===== config.mk =====
export PLATFORM = sky130hd
export DESIGN_NAME = mar_sqrt
export DESIGN_NICKNAME = d
export VERILOG_FILES = /design/src/rtl/mar_pkg.sv /design/src/rtl/mar_sqrt.sv
export SDC_FILE = /design/constraint.sdc
export NUM_CORES = 1
export LEC_CHECK = 0
export BUFFER_PORTS_ARGS = -buffer_cell sky130_fd_sc_hd__buf_2
export CELL_PAD_IN_SITES_DETAIL_PLACEMENT = 0
export CELL_PAD_IN_SITES_GLOBAL_PLACEMENT = 1
export CORE_UTILIZATION = 45
export CTS_CLUSTER_DIAMETER = 100
export DETAILED_ROUTE_END_ITERATION = 10
export HOLD_SLACK_MARGIN = 0.15
export PLACE_DENSITY = 0.84
export SLEW_MARGIN = 25
export SYNTH_ARGS = -nofsm -noshare
export SYNTH_HDL_FRONTEND = slang
export SYNTH_SLANG_ARGS = --single-unit

===== constraint.sdc =====
create_clock -name clock -period 2.6 [get_ports clock]
set_input_delay 0.52 -clock clock [delete_from_list [all_inputs] [get_ports clock]]
set_output_delay 0.52 -clock clock [all_outputs]
set_load 0.005 [all_outputs]

===== src/rtl/mar_pkg.sv =====
// Shared constants and types for the moving average / rms envelope block.
package mar_pkg;

   localparam int MAX_WINDOW   = 256;
   localparam int IDX_W        = $clog2(MAX_WINDOW);
   localparam int WLEN_W       = $clog2(MAX_WINDOW + 1);
   localparam int RESET_WINDOW = 100;
   localparam int RESET_WLEN   = (RESET_WINDOW > MAX_WINDOW) ? MAX_WINDOW : RESET_WINDOW;

   localparam int SAMPLE_W  = 16;
   localparam int OUT_W     = 17;
   localparam int VAL_W     = 32;
   localparam int OUT_LIMIT = 32768;

   localparam int SUM_W       = VAL_W + IDX_W;
   localparam int DIV_W       = SUM_W + (SUM_W % 2);
   localparam int DIV_STEPS   = DIV_W / 2;
   localparam int DIV_CNT_W   = $clog2(DIV_STEPS + 1);

   // mean of in-range values never exceeds 2^30
   localparam int SQ_IN_W  = 32;
   localparam int SQ_RT_W  = SQ_IN_W / 2;
   localparam int SQ_REM_W = SQ_RT_W + 1;
   localparam int SQ_CNT_W = $clog2(SQ_RT_W + 1);

   localparam int CSR_IDX_W  = 4;
   localparam int CSR_DATA_W = 9;
   localparam int MODE_W     = 2;

   localparam logic [CSR_IDX_W-1:0] REG_WINDOW_LENGTH = CSR_IDX_W'(0);
   localparam logic [CSR_IDX_W-1:0] REG_AVERAGE_MODE  = CSR_IDX_W'(1);

   typedef enum logic [MODE_W-1:0] {
      MODE_BIPOLAR  = 2'd0,
      MODE_ABSOLUTE = 2'd1,
      MODE_RMS      = 2'd2
   } mode_type;

endpackage


===== src/rtl/mar_sqrt.sv =====
// Serial integer square root, one root bit per cycle.
module mar_sqrt (
   input  logic                          clock,
   input  logic                          reset,
   input  logic                          start,
   input  logic [mar_pkg::SQ_IN_W-1:0]   radicand,
   output logic [mar_pkg::SQ_RT_W-1:0]   root,
   output logic                          done
);
   import mar_pkg::*;

   logic [SQ_IN_W-1:0]  rad_ff, rad_in;
   logic [SQ_REM_W-1:0] rem_ff, rem_in;
   logic [SQ_RT_W-1:0]  root_ff, root_in;
   logic [SQ_CNT_W-1:0] cnt_ff;
   logic                busy_ff, done_ff;

   always_comb begin
      logic [SQ_REM_W+1:0] rem_sh, trial;
      rem_sh = {rem_ff, rad_ff[SQ_IN_W-1 -: 2]};
      trial  = {1'b0, root_ff, 2'b01};
      rad_in = {rad_ff[SQ_IN_W-3:0], 2'b00};
      if (rem_sh >= trial) begin
         rem_in  = SQ_REM_W'(rem_sh - trial);
         root_in = {root_ff[SQ_RT_W-2:0], 1'b1};
      end else begin
         rem_in  = rem_sh[SQ_REM_W-1:0];
         root_in = {root_ff[SQ_RT_W-2:0], 1'b0};
      end
   end

   always_ff @(posedge clock) begin
      if (start) begin
         rad_ff  <= radicand;
         rem_ff  <= '0;
         root_ff <= '0;
      end else if (busy_ff) begin
         rad_ff  <= rad_in;
         rem_ff  <= rem_in;
         root_ff <= root_in;
      end
   end

   always_ff @(posedge clock) begin
      if (reset) begin
         busy_ff <= 1'b0;
         done_ff <= 1'b0;
         cnt_ff  <= '0;
      end else begin
         done_ff <= 1'b0;
         if (start) begin
            busy_ff <= 1'b1;
            cnt_ff  <= SQ_CNT_W'(SQ_RT_W);
         end else if (busy_ff) begin
            cnt_ff <= cnt_ff - SQ_CNT_W'(1);
            if (cnt_ff == SQ_CNT_W'(1)) begin
               busy_ff <= 1'b0;
               done_ff <= 1'b1;
            end
         end
      end
   end

   assign root = root_ff;
   assign done = done_ff;

endmodule


==> results.md <==
- Cell Area, Synth: 0.00403 sq mm
- DR vias: 2946
- EDFF count, synth: 32
- Crit path launch type: register
- First-pass GRT wire length: 14000 um
- Initial antenna violation count: 0
- Period Utilization, post-route: 93.1%
- Fmax: 0.413 GHz
- CTS Buf Count: 9
- Chip width: 96.7 um
- Syn avg cell area: 10.3 sq um
- Setup TNS: 0 ns
- Highest Signal Layer: met4
- Num rows: 34
- Synthesized Nets: 448
- Routed len/inst: 15.1 um
- Vias/cell: 5.40
- Max Cap Viol: 0
- CORE AREA: 0.00868 sq mm
- Congestion Overflow GR: 0
- RSZ-0062 raised after global routing: false
- Period minus WS final: 2.42 ns
- Die Area: 0.00934 sq mm
- Tightest Pin Transition: 0.828 ns
- Share of layout cells above drive strength 1: 27.6%
- # IOs: 52
- Kind of critical path: reg -> reg
- Met2 routed WL: 3990 um
- Final worst setup slack: 0.181 ns
- P per Cell Area: 1130 mW/mm^2
- Maximum vdd ir drop: 0.585 mV
- Routed Antenna Nets: 0
- Worst Path Arrival: 2.66 ns
- # setup viols final: 0
- Iter 0 DRT Violations: 106
- Critical Path Fanout Max: 17
- Number of global-route vias before repair: 2964
- Worst-path clk slew: 0.10 ns
- GRT Util Overall: 18.6%
- Leakage: 1.89 nW
- Initial Util: 46.5%
- Max-slew headroom at the worst pin: 44.6%
- 1st-pass router iterations: 5
- Layout fillers: 818
- Worst Setup End Kind: register
- Synthesized instance count: 393
- Final #Nets: 488
- Post-CTS Setup Bufs: 0
- Root Buffer: clkbuf_8
- Total Wirelength: 8230 um
- GPL Wtd Cong: 0.863
- Clock buffer depth: 2
- Clock sinks: 72
- Slew Viols, Final: 0
- WP data required: 2.84 ns
- Dpl hpwl: 5840 um
- CTS tree: built
- M1 WL: 3650 um
- Fin. Hold Viols: 0
- Yosys warns: 0
- Power consumption: 5.14 mW
- # port buffers: 51
- Largest net degree at the start of global routing: 70
- Worst Skew: 0.0143 ns
- Yosys cell types: 56
- Residual DRC count: 0
- Primary FF master, synth: dfxtp_1
- CTS Hold Bufs: 0
- Worst skew pair latency: 0.36 ns
- Yosys reg bits: 72
- Chip Height: 96.7 um
- Post-synthesis sequential area ratio: 43.7%
- Depth of the CTS H-tree: 3
- CTS resizes: 0
- Run status: completed
- Worst hold path type: in -> reg
- Wire length on met3: 366 um
- # diodes: 0
- Async SR Flop Fraction: 0%
- Synthesis-to-layout area growth: 13.0%
- Pre-CTS WS: 0.198 ns
==> Yosys cell counts, types with 2 or more instances <==
library cell | number | area, sq um
a2111oi_2 | 2 | 30.0
a211oi_1 | 8 | 60.1
a21o_1 | 3 | 22.5
a21oi_1 | 17 | 85.1
a21oi_2 | 2 | 17.5
a311oi_1 | 2 | 17.5
a31o_2 | 2 | 17.5
a31oi_1 | 3 | 18.8
and2_1 | 3 | 18.8
and3_1 | 2 | 12.5
buf_1 | 4 | 15.0
buf_2 | 2 | 10.0
buf_4 | 16 | 120
clkbuf_1 | 9 | 33.8
dfxtp_1 | 40 | 801
edfxtp_1 | 32 | 961
ha_1 | 20 | 250
inv_1 | 23 | 86.3
mux2_2 | 31 | 349
mux2i_1 | 26 | 260
nand2_1 | 23 | 86.3
nand2b_1 | 4 | 25.0
nand4_1 | 2 | 12.5
nor2_1 | 42 | 158
nor2b_1 | 2 | 12.5
nor3_1 | 9 | 45.0
nor3b_1 | 2 | 15.0
nor4b_1 | 3 | 26.3
o211ai_1 | 3 | 22.5
o21a_1 | 2 | 15.0
o21ai_0 | 10 | 50.1
o21bai_1 | 2 | 15.0
o31a_1 | 2 | 17.5
o31ai_1 | 3 | 22.5
or3_1 | 2 | 12.5
xnor2_1 | 11 | 96.3
xor2_1 | 5 | 43.8
==> critical path, stage by stage (launching register included) <==
cell	delay, ns
dfxtp_1	0.38
inv_1	0.06
ha_1	0.35
o211ai_1	0.28
o211ai_2	0.16
a211oi_1	0.32
o21ai_2	0.10
buf_4	0.22
nor4b_1	0.16
a211o_1	0.26
==> through the flow <==
stage                     std cells  hold slack, ns  cell area, sq um  util [%]
final                           546           0.425              4560      52.5
after global routing            546           0.426              4560      52.5
after CTS                       546           0.409              4560      52.5
after detailed placement        530           0.483              4320      49.8
after global placement          530           0.465              4320      49.8
after floorplan                 393           0.443              4030         -
==> registers in the layout, summed over array words and instances, names as in the netlist <==
register,cells
root,16
done,1
rad_ff,32
busy_ff,1
cnt_ff,5
rem_ff,17
==> cell type report <==
cell class | count | area, sq um | area share (%)
Clock buffer | 9 | 124 | 2.72
Sequential cell | 72 | 1760 | 38.7
Multi-Input combinational cell | 266 | 1990 | 43.8
Tap cell | 108 | 135 | 2.97
Inverter | 23 | 86.3 | 1.90
Clock inverter | 7 | 111 | 2.44
Timing Repair Buffer | 61 | 343 | 7.53
==> report_power, final <==
part	internal (mW)	total, mW	switching (mW)
sequential	1.36	1.48	0.116
combinational	1.18	2.60	1.42
clock	0.566	1.07	0.501
total	3.10	5.14	2.04
==> cells in the final DEF, fill, tap and decap left out, types with 3 or more instances in the layout <==
master,n
buf_2,51
nor2_1,42
dfxtp_1,39
edfxtp_1,32
mux2_2,31
mux2i_1,26
inv_1,23
nand2_1,23
ha_1,20
a21oi_1,17
xnor2_1,11
o21ai_0,10
nor3_1,9
clkbuf_8,9
buf_4,9
a211oi_1,8
xor2_1,5
nand2b_1,4
o211ai_1,3
a31oi_1,3
o31ai_1,3
a21o_1,3
and2_1,3
nor4b_1,3
inv_8,3
==> logic make-up after synthesis <==
| logic type | synth area share [%] |
|---|---|
| flip-flops | 43.7 |
| XOR/XNOR | 3.48 |
| AND/OR/NAND/NOR | 11.6 |
| AO/OA/AOI/OAI | 13.0 |
| buffers and inverters | 6.86 |
| adder cells (fa/ha/maj) | 6.21 |
| multiplexers | 15.1 |
==> final timing paths <==
path	from	to	slack [ns]	depth (start not counted)
max	root[0]	rem_ff[13]	0.18	9
min	reset	busy_ff	0.42	2
max reg2reg	root[0]	rem_ff[13]	0.18	9
min reg2reg	rem_ff[14]	rem_ff[14]	0.49	2
==> per-layer routing <==
layer | vias to the layer above | track usage (%)
li1 | 1480 | -
met1 | 1388 | 21.8
met2 | 62 | 31.7
met3 | 16 | 4.84
met4 | 0 | 8.50
met5 | - | 0
Power figures use the tool's default switching activity.
