===== config.mk =====
export PLATFORM = sky130hd
export DESIGN_NAME = mar_div
export DESIGN_NICKNAME = d
export VERILOG_FILES = /design/src/rtl/mar_pkg.sv /design/src/rtl/mar_div.sv
export SDC_FILE = /design/constraint.sdc
export NUM_CORES = 1
export LEC_CHECK = 0
export ABC_CLOCK_PERIOD_IN_PS = 3900
export BUFFER_PORTS_ARGS = -buffer_cell sky130_fd_sc_hd__buf_2
export CELL_PAD_IN_SITES_DETAIL_PLACEMENT = 0
export CELL_PAD_IN_SITES_GLOBAL_PLACEMENT = 1
export CORE_ASPECT_RATIO = 0.5
export CORE_UTILIZATION = 36
export DETAILED_ROUTE_END_ITERATION = 6
export PLACE_DENSITY_LB_ADDON = 0.1
export REMOVE_ABC_BUFFERS = 1
export SLEW_MARGIN = 20
export SYNTH_ARGS = -nofsm -noshare
export SYNTH_HDL_FRONTEND = slang
export SYNTH_SLANG_ARGS = --single-unit

===== constraint.sdc =====
create_clock -name clock -period 3.9 [get_ports clock]
set_clock_uncertainty 0.2 [all_clocks]
set_input_delay 0.39 -clock clock [delete_from_list [all_inputs] [get_ports clock]]
set_output_delay 0.39 -clock clock [all_outputs]
set_load 0.01 [all_outputs]

===== src/rtl/mar_pkg.sv =====
// Shared constants and types for the moving average / rms envelope block.
package mar_pkg;

   localparam int MAX_WINDOW   = 256;
   localparam int IDX_W        = $clog2(MAX_WINDOW);
   localparam int WLEN_W       = $clog2(MAX_WINDOW + 1);
   localparam int RESET_WINDOW = 100;
   localparam int RESET_WLEN   = (RESET_WINDOW > MAX_WINDOW) ? MAX_WINDOW : RESET_WINDOW;

   localparam int SAMPLE_W  = 16;
   localparam int OUT_W     = 17;
   localparam int VAL_W     = 32;
   localparam int OUT_LIMIT = 32768;

   localparam int SUM_W       = VAL_W + IDX_W;
   localparam int DIV_W       = SUM_W + (SUM_W % 2);
   localparam int DIV_STEPS   = DIV_W / 2;
   localparam int DIV_CNT_W   = $clog2(DIV_STEPS + 1);

   // mean of in-range values never exceeds 2^30
   localparam int SQ_IN_W  = 32;
   localparam int SQ_RT_W  = SQ_IN_W / 2;
   localparam int SQ_REM_W = SQ_RT_W + 1;
   localparam int SQ_CNT_W = $clog2(SQ_RT_W + 1);

   localparam int CSR_IDX_W  = 4;
   localparam int CSR_DATA_W = 9;
   localparam int MODE_W     = 2;

   localparam logic [CSR_IDX_W-1:0] REG_WINDOW_LENGTH = CSR_IDX_W'(0);
   localparam logic [CSR_IDX_W-1:0] REG_AVERAGE_MODE  = CSR_IDX_W'(1);

   typedef enum logic [MODE_W-1:0] {
      MODE_BIPOLAR  = 2'd0,
      MODE_ABSOLUTE = 2'd1,
      MODE_RMS      = 2'd2
   } mode_type;

endpackage


===== src/rtl/mar_div.sv =====
// Serial restoring divider, two quotient bits per cycle.
module mar_div (
   input  logic                          clock,
   input  logic                          reset,
   input  logic                          start,
   input  logic [mar_pkg::DIV_W-1:0]     dividend,
   input  logic [mar_pkg::WLEN_W-1:0]    divisor,
   output logic [mar_pkg::DIV_W-1:0]     quotient,
   output logic                          done
);
   import mar_pkg::*;

   logic [DIV_W-1:0]     quo_ff, quo_in;
   logic [WLEN_W-1:0]    rem_ff, rem_in, den_ff;
   logic [DIV_CNT_W-1:0] cnt_ff;
   logic                 busy_ff, done_ff;

   always_comb begin
      logic [WLEN_W:0]   ra, rb;
      logic [WLEN_W-1:0] rem_a;
      logic              qa, qb;
      ra = {rem_ff, quo_ff[DIV_W-1]};
      qa = (ra >= {1'b0, den_ff});
      if (qa) begin
         ra = ra - {1'b0, den_ff};
      end
      rem_a = ra[WLEN_W-1:0];
      rb = {rem_a, quo_ff[DIV_W-2]};
      qb = (rb >= {1'b0, den_ff});
      if (qb) begin
         rb = rb - {1'b0, den_ff};
      end
      rem_in = rb[WLEN_W-1:0];
      quo_in = {quo_ff[DIV_W-3:0], qa, qb};
   end

   always_ff @(posedge clock) begin
      if (start) begin
         quo_ff <= dividend;
         rem_ff <= '0;
         den_ff <= divisor;
      end else if (busy_ff) begin
         quo_ff <= quo_in;
         rem_ff <= rem_in;
      end
   end

   always_ff @(posedge clock) begin
      if (reset) begin
         busy_ff <= 1'b0;
         done_ff <= 1'b0;
         cnt_ff  <= '0;
      end else begin
         done_ff <= 1'b0;
         if (start) begin
            busy_ff <= 1'b1;
            cnt_ff  <= DIV_CNT_W'(DIV_STEPS);
         end else if (busy_ff) begin
            cnt_ff <= cnt_ff - DIV_CNT_W'(1);
            if (cnt_ff == DIV_CNT_W'(1)) begin
               busy_ff <= 1'b0;
               done_ff <= 1'b1;
            end
         end
      end
   end

   assign quotient = quo_ff;
   assign done     = done_ff;

endmodule


==> impl_table.tex <==
\begin{tabular}{lr}
\hline
Metric & Value \\
\hline
\multicolumn{2}{l}{\textbf{Worst setup path}} \\
Critical R2R Capture & rem\_ff[6] \\
Critical Path Source Type & register \\
Cells on worst reg2reg path & 17 \\
Crit Reg-Reg Startpoint & quotient[39] \\
Req. time, crit path & 3.90 ns \\
Category of the critical setup timing path & register to register \\
Slack of the worst reg-to-reg path & -0.07 ns \\
Critical Path AT & 3.98 ns \\
Highest fanout seen on the critical path & 4 \\
Sort of element at the end of the critical path & register \\
\multicolumn{2}{l}{\textbf{Synthesis}} \\
Number of synthesized register bits & 65 \\
Fraction of the mapped netlist area in compound gates & 9.870\% \\
Biggest area contributors in the synthesized netlist & sky130\_fd\_sc\_hd\_\_edfxtp\_1 (41\%), sky130\_fd\_sc\_hd\_\_mux2\_2 (14\%), sky130\_fd\_sc\_hd\_\_dfxtp\_1 (9.0\%) \\
Number of synthesized flops with an enable pin & 49 \\
Main combinational cell family by area after synthesis & multiplexers \\
Most numerous cell in the Yosys netlist & sky130\_fd\_sc\_hd\_\_edfxtp\_1 \\
Share of the yosys chip area belonging to registers & 50.12\% \\
Primary flip-flop cell chosen by synthesis mapping & sky130\_fd\_sc\_hd\_\_edfxtp\_1 \\
Synthesis Warnings & 0 \\
Count of unique library cells instantiated by Yosys & 49 \\
Most numerous cell types in the synthesized netlist & sky130\_fd\_sc\_hd\_\_edfxtp\_1 (49), sky130\_fd\_sc\_hd\_\_mux2\_2 (46), sky130\_fd\_sc\_hd\_\_ha\_1 (20), sky130\_fd\_sc\_hd\_\_nor2\_1 (19), sky130\_fd\_sc\_hd\_\_inv\_1 (17) \\
Largest area contributor in the synthesized netlist & sky130\_fd\_sc\_hd\_\_edfxtp\_1 \\
Synthesized-area fraction occupied by xor and xnor cells & 2.695\% \\
Adder and majority gate portion of the synthesized area & 8.120\% \\
Simple-gate area share of the yosys netlist & 8.715\% \\
Proportion of synthesized area in mux cells & 16.73\% \\
Post-synth top area share & 41.16\% \\
Area of the mapped netlist & 3575 sq um \\
Synth async-reset ratio & 0\% \\
Number of instances in the synthesized netlist & 285 \\
Avg Cell Area, Syn & 12.54 sq um \\
\multicolumn{2}{l}{\textbf{Power}} \\
Switching portion of total power & 33.68\% \\
Design internal power & 2.187 mW \\
Seq pwr share & 27.5\% \\
Combinational cell fraction of total power & 51.1\% \\
Cell area power density & 653.4 nW/um\^{}2 \\
Power spent charging and discharging nets & 1.111 mW \\
Total power & 3.297 mW \\
Max VDD drop & 0.2641 mV \\
Static Leakage & 2.150 nW \\
Clock share of power & 21.4\% \\
\multicolumn{2}{l}{\textbf{Outcome}} \\
Violated checks & setup timing \\
Status & finished with violations \\
\multicolumn{2}{l}{\textbf{Place}} \\
Worst setup slack after placement & -0.4590 ns \\
Dpl hpwl & 6.229 mm \\
DP Area & 4532 sq um \\
Port Buffers & 92 \\
Routability congestion estimate from global placement & 0.8977 \\
Placed Instances & 556 \\
\multicolumn{2}{l}{\textbf{Global routing}} \\
GR Layer Usage met3 & 6.997\% \\
Initial antenna violation count & 0 \\
Remaining global-route overflow & 0 \\
Global routing met2 resource utilization & 27.48\% \\
Vias in the first global route & 2874 \\
Tot GR Track Use & 18.05\% \\
Highest-utilization routing layer at the global route stage & met2 \\
Met1 track demand over resource in global routing & 23.15\% \\
First-pass GRT wire length & 13.81 mm \\
Largest net degree at the start of global routing & 45 \\
\multicolumn{2}{l}{\textbf{STA}} \\
Slew Viols, Final & 0 \\
Transition time of the tightest slew-check pin & 0.9966 ns \\
Achievable Freq & 251.7 MHz \\
Setup TNS & -0.5808 ns \\
Period utilisation layout & 101.9\% \\
Setup repair after global routing missed its margin & yes \\
WHS & 0.03563 ns \\
PnR worst setup slack & -0.07273 ns \\
Worst slew slack as a fraction of its limit & 33.56\% \\
Post-layout min period & 3.973 ns \\
Hold Fails Final Rpt & 0 \\
Setup violations, final & 10 \\
\multicolumn{2}{l}{\textbf{Final layout}} \\
Multi-input combinational cell area & 1857 sq um \\
Fillers & 867 \\
Layout cells sized above 1 & 54.20\% \\
Area growth from synthesis to final layout & 41.16\% \\
Number of inserted diodes & 0 \\
Final standard cell count with taps included and fillers excluded & 576 \\
Sequential cell area & 1792 sq um \\
Final Net Count & 510 \\
Post-Route Utilization & 52.89\% \\
Cell area after layout & 5046 sq um \\
\multicolumn{2}{l}{\textbf{Detailed routing}} \\
Post-detailed-route via-to-cell ratio & 4.837 \\
Count of nets left with antenna violations after detail routing & 0 \\
Wire length after detailed routing & 8.716 mm \\
Post-detailed-route DRC marker count & 0 \\
Per-cell routed wire length & 15.13 um \\
DR pass1 iterations & 4 \\
DR iter-0 viols & 105 \\
Via Count & 2786 \\
\multicolumn{2}{l}{\textbf{Min path}} \\
Class of the worst hold path & input pin to register \\
Beginning of the worst hold path & divisor[1] \\
Worst hold path cell count & 1 \\
Worst min-delay path endpoint & den\_ff[1] \\
\multicolumn{2}{l}{\textbf{Floorplanning}} \\
Total Die Area & 10360 sq um \\
Num ports & 93 \\
Die height & 72.46 um \\
Number of placement rows & 25 \\
Area of the core & 9540 sq um \\
X dimension of the die & 142.9 um \\
Initial core utilization & 37.47\% \\
\multicolumn{2}{l}{\textbf{CTS}} \\
H-tree depth reported by CTS & 3 \\
Library cell used as clock root buffer & sky130\_fd\_sc\_hd\_\_clkbuf\_16 \\
CTS sink count & 65 \\
Clock buffers created by TritonCTS & 9 \\
CTS clock-pin slew for the worst setup and hold paths & 0.05 ns \\
TritonCTS clock tree & built \\
Max Buffers Root-to-Sink & 2 \\
Clock latency reported for the late side of the worst-skew pair & 0.33 ns \\
Hold buffers post-CTS & 0 \\
\multicolumn{2}{l}{\textbf{Job}} \\
Max Cap Violations & 0 \\
\hline
\end{tabular}
## cell usage in the layout, fill, tap and decap left out, types with 3 or more instances in the layout
master / instances
sky130_fd_sc_hd__inv_2: 4
sky130_fd_sc_hd__nand4_1: 3
sky130_fd_sc_hd__nor3_1: 5
sky130_fd_sc_hd__nor2b_1: 4
sky130_fd_sc_hd__edfxtp_1: 49
sky130_fd_sc_hd__xnor2_1: 5
sky130_fd_sc_hd__a211oi_2: 3
sky130_fd_sc_hd__dfxtp_1: 16
sky130_fd_sc_hd__nor2_1: 17
sky130_fd_sc_hd__xor2_1: 6
sky130_fd_sc_hd__a21oi_1: 6
sky130_fd_sc_hd__a211oi_1: 5
sky130_fd_sc_hd__nand2_1: 5
sky130_fd_sc_hd__mux2_4: 5
sky130_fd_sc_hd__o21a_1: 5
sky130_fd_sc_hd__ha_4: 8
sky130_fd_sc_hd__buf_6: 5
sky130_fd_sc_hd__clkbuf_16: 9
sky130_fd_sc_hd__mux2i_1: 8
sky130_fd_sc_hd__mux2_2: 41
sky130_fd_sc_hd__nand2b_1: 5
sky130_fd_sc_hd__o21ai_0: 6
sky130_fd_sc_hd__buf_4: 52
sky130_fd_sc_hd__ha_1: 12
sky130_fd_sc_hd__buf_2: 92
sky130_fd_sc_hd__inv_1: 13
## power by group through the flow
stage | clock (mW) | sequential, mW | combinational, mW
floorplan | 0 | 0.938 | 0.767
global placement | 0 | 0.917 | 1.36
detailed placement | 0 | 0.917 | 1.37
CTS | 0.727 | 0.907 | 1.61
global route | 0.748 | 0.919 | 1.83
finish | 0.706 | 0.906 | 1.68
## sequential cells by signal, summed over array words and instances (netlist names)
name	flops
quotient	40
den_ff	9
rem_ff	9
cnt_ff	5
busy_ff	1
done	1
## layout make-up
class                           instances  area share, %
Inverter                               17          1.265
Multi-Input combinational cell        194          36.80
Sequential cell                        65          35.51
Tap cell                              135          3.347
Clock inverter                          5         0.4959
Clock buffer                           11          4.612
Timing Repair Buffer                  149          17.98
## logic make-up (layout without fill, tap and decap cells)
kind of cell / Yosys count / count (layout)
flip-flops: 65 / 65
AND/OR/NAND/NOR: 58 / 58
multiplexers: 54 / 54
AO/OA/AOI/OAI: 49 / 49
buffers and inverters: 26 / 182
adder cells (fa/ha/maj): 22 / 22
XOR/XNOR: 11 / 11
## worst max-delay path by stage
stage / startpoint / endpoint / slack, ns / cells past startpoint
after floorplan: quotient[39] / rem_ff[0] / -0.52 / 15
after global placement: quotient[39] / rem_ff[5] / -0.38 / 16
after detailed placement: quotient[39] / rem_ff[4] / -0.46 / 17
after CTS: quotient[39] / rem_ff[4] / -0.10 / 17
after global routing: quotient[39] / rem_ff[7] / -0.30 / 19
final: quotient[39] / rem_ff[6] / -0.07 / 17
## per-layer routing
metal  share of wire, %  vias up
met5                  0        -
met3                6.9       12
met2                 44       81
met1                 47     1318
li1                   -     1375
met4                1.5        0
## what timing repair did
action                     in CTS  in global routing
pin swaps                      18                  4
setup endpoints to repair      10                 10
resized for setup              39                  4
buffers inserted                3                  1
## worst max-delay path: stages, from the launching register on
cell                       delay [ns]
sky130_fd_sc_hd__edfxtp_1        0.40
sky130_fd_sc_hd__inv_2           0.10
sky130_fd_sc_hd__ha_4            0.14
sky130_fd_sc_hd__inv_2           0.04
sky130_fd_sc_hd__fa_2            0.38
sky130_fd_sc_hd__a211oi_2        0.25
sky130_fd_sc_hd__o211ai_2        0.14
sky130_fd_sc_hd__a31oi_4         0.28
sky130_fd_sc_hd__buf_6           0.14
sky130_fd_sc_hd__mux2_4          0.31
sky130_fd_sc_hd__ha_4            0.25
sky130_fd_sc_hd__a21oi_4         0.16
sky130_fd_sc_hd__buf_4           0.13
sky130_fd_sc_hd__a21boi_0        0.10
sky130_fd_sc_hd__o21a_1          0.20
sky130_fd_sc_hd__or3_1           0.31
sky130_fd_sc_hd__a41oi_1         0.23
sky130_fd_sc_hd__o21ai_1         0.11
No activity file was read; power rests on OpenSTA's default activity.
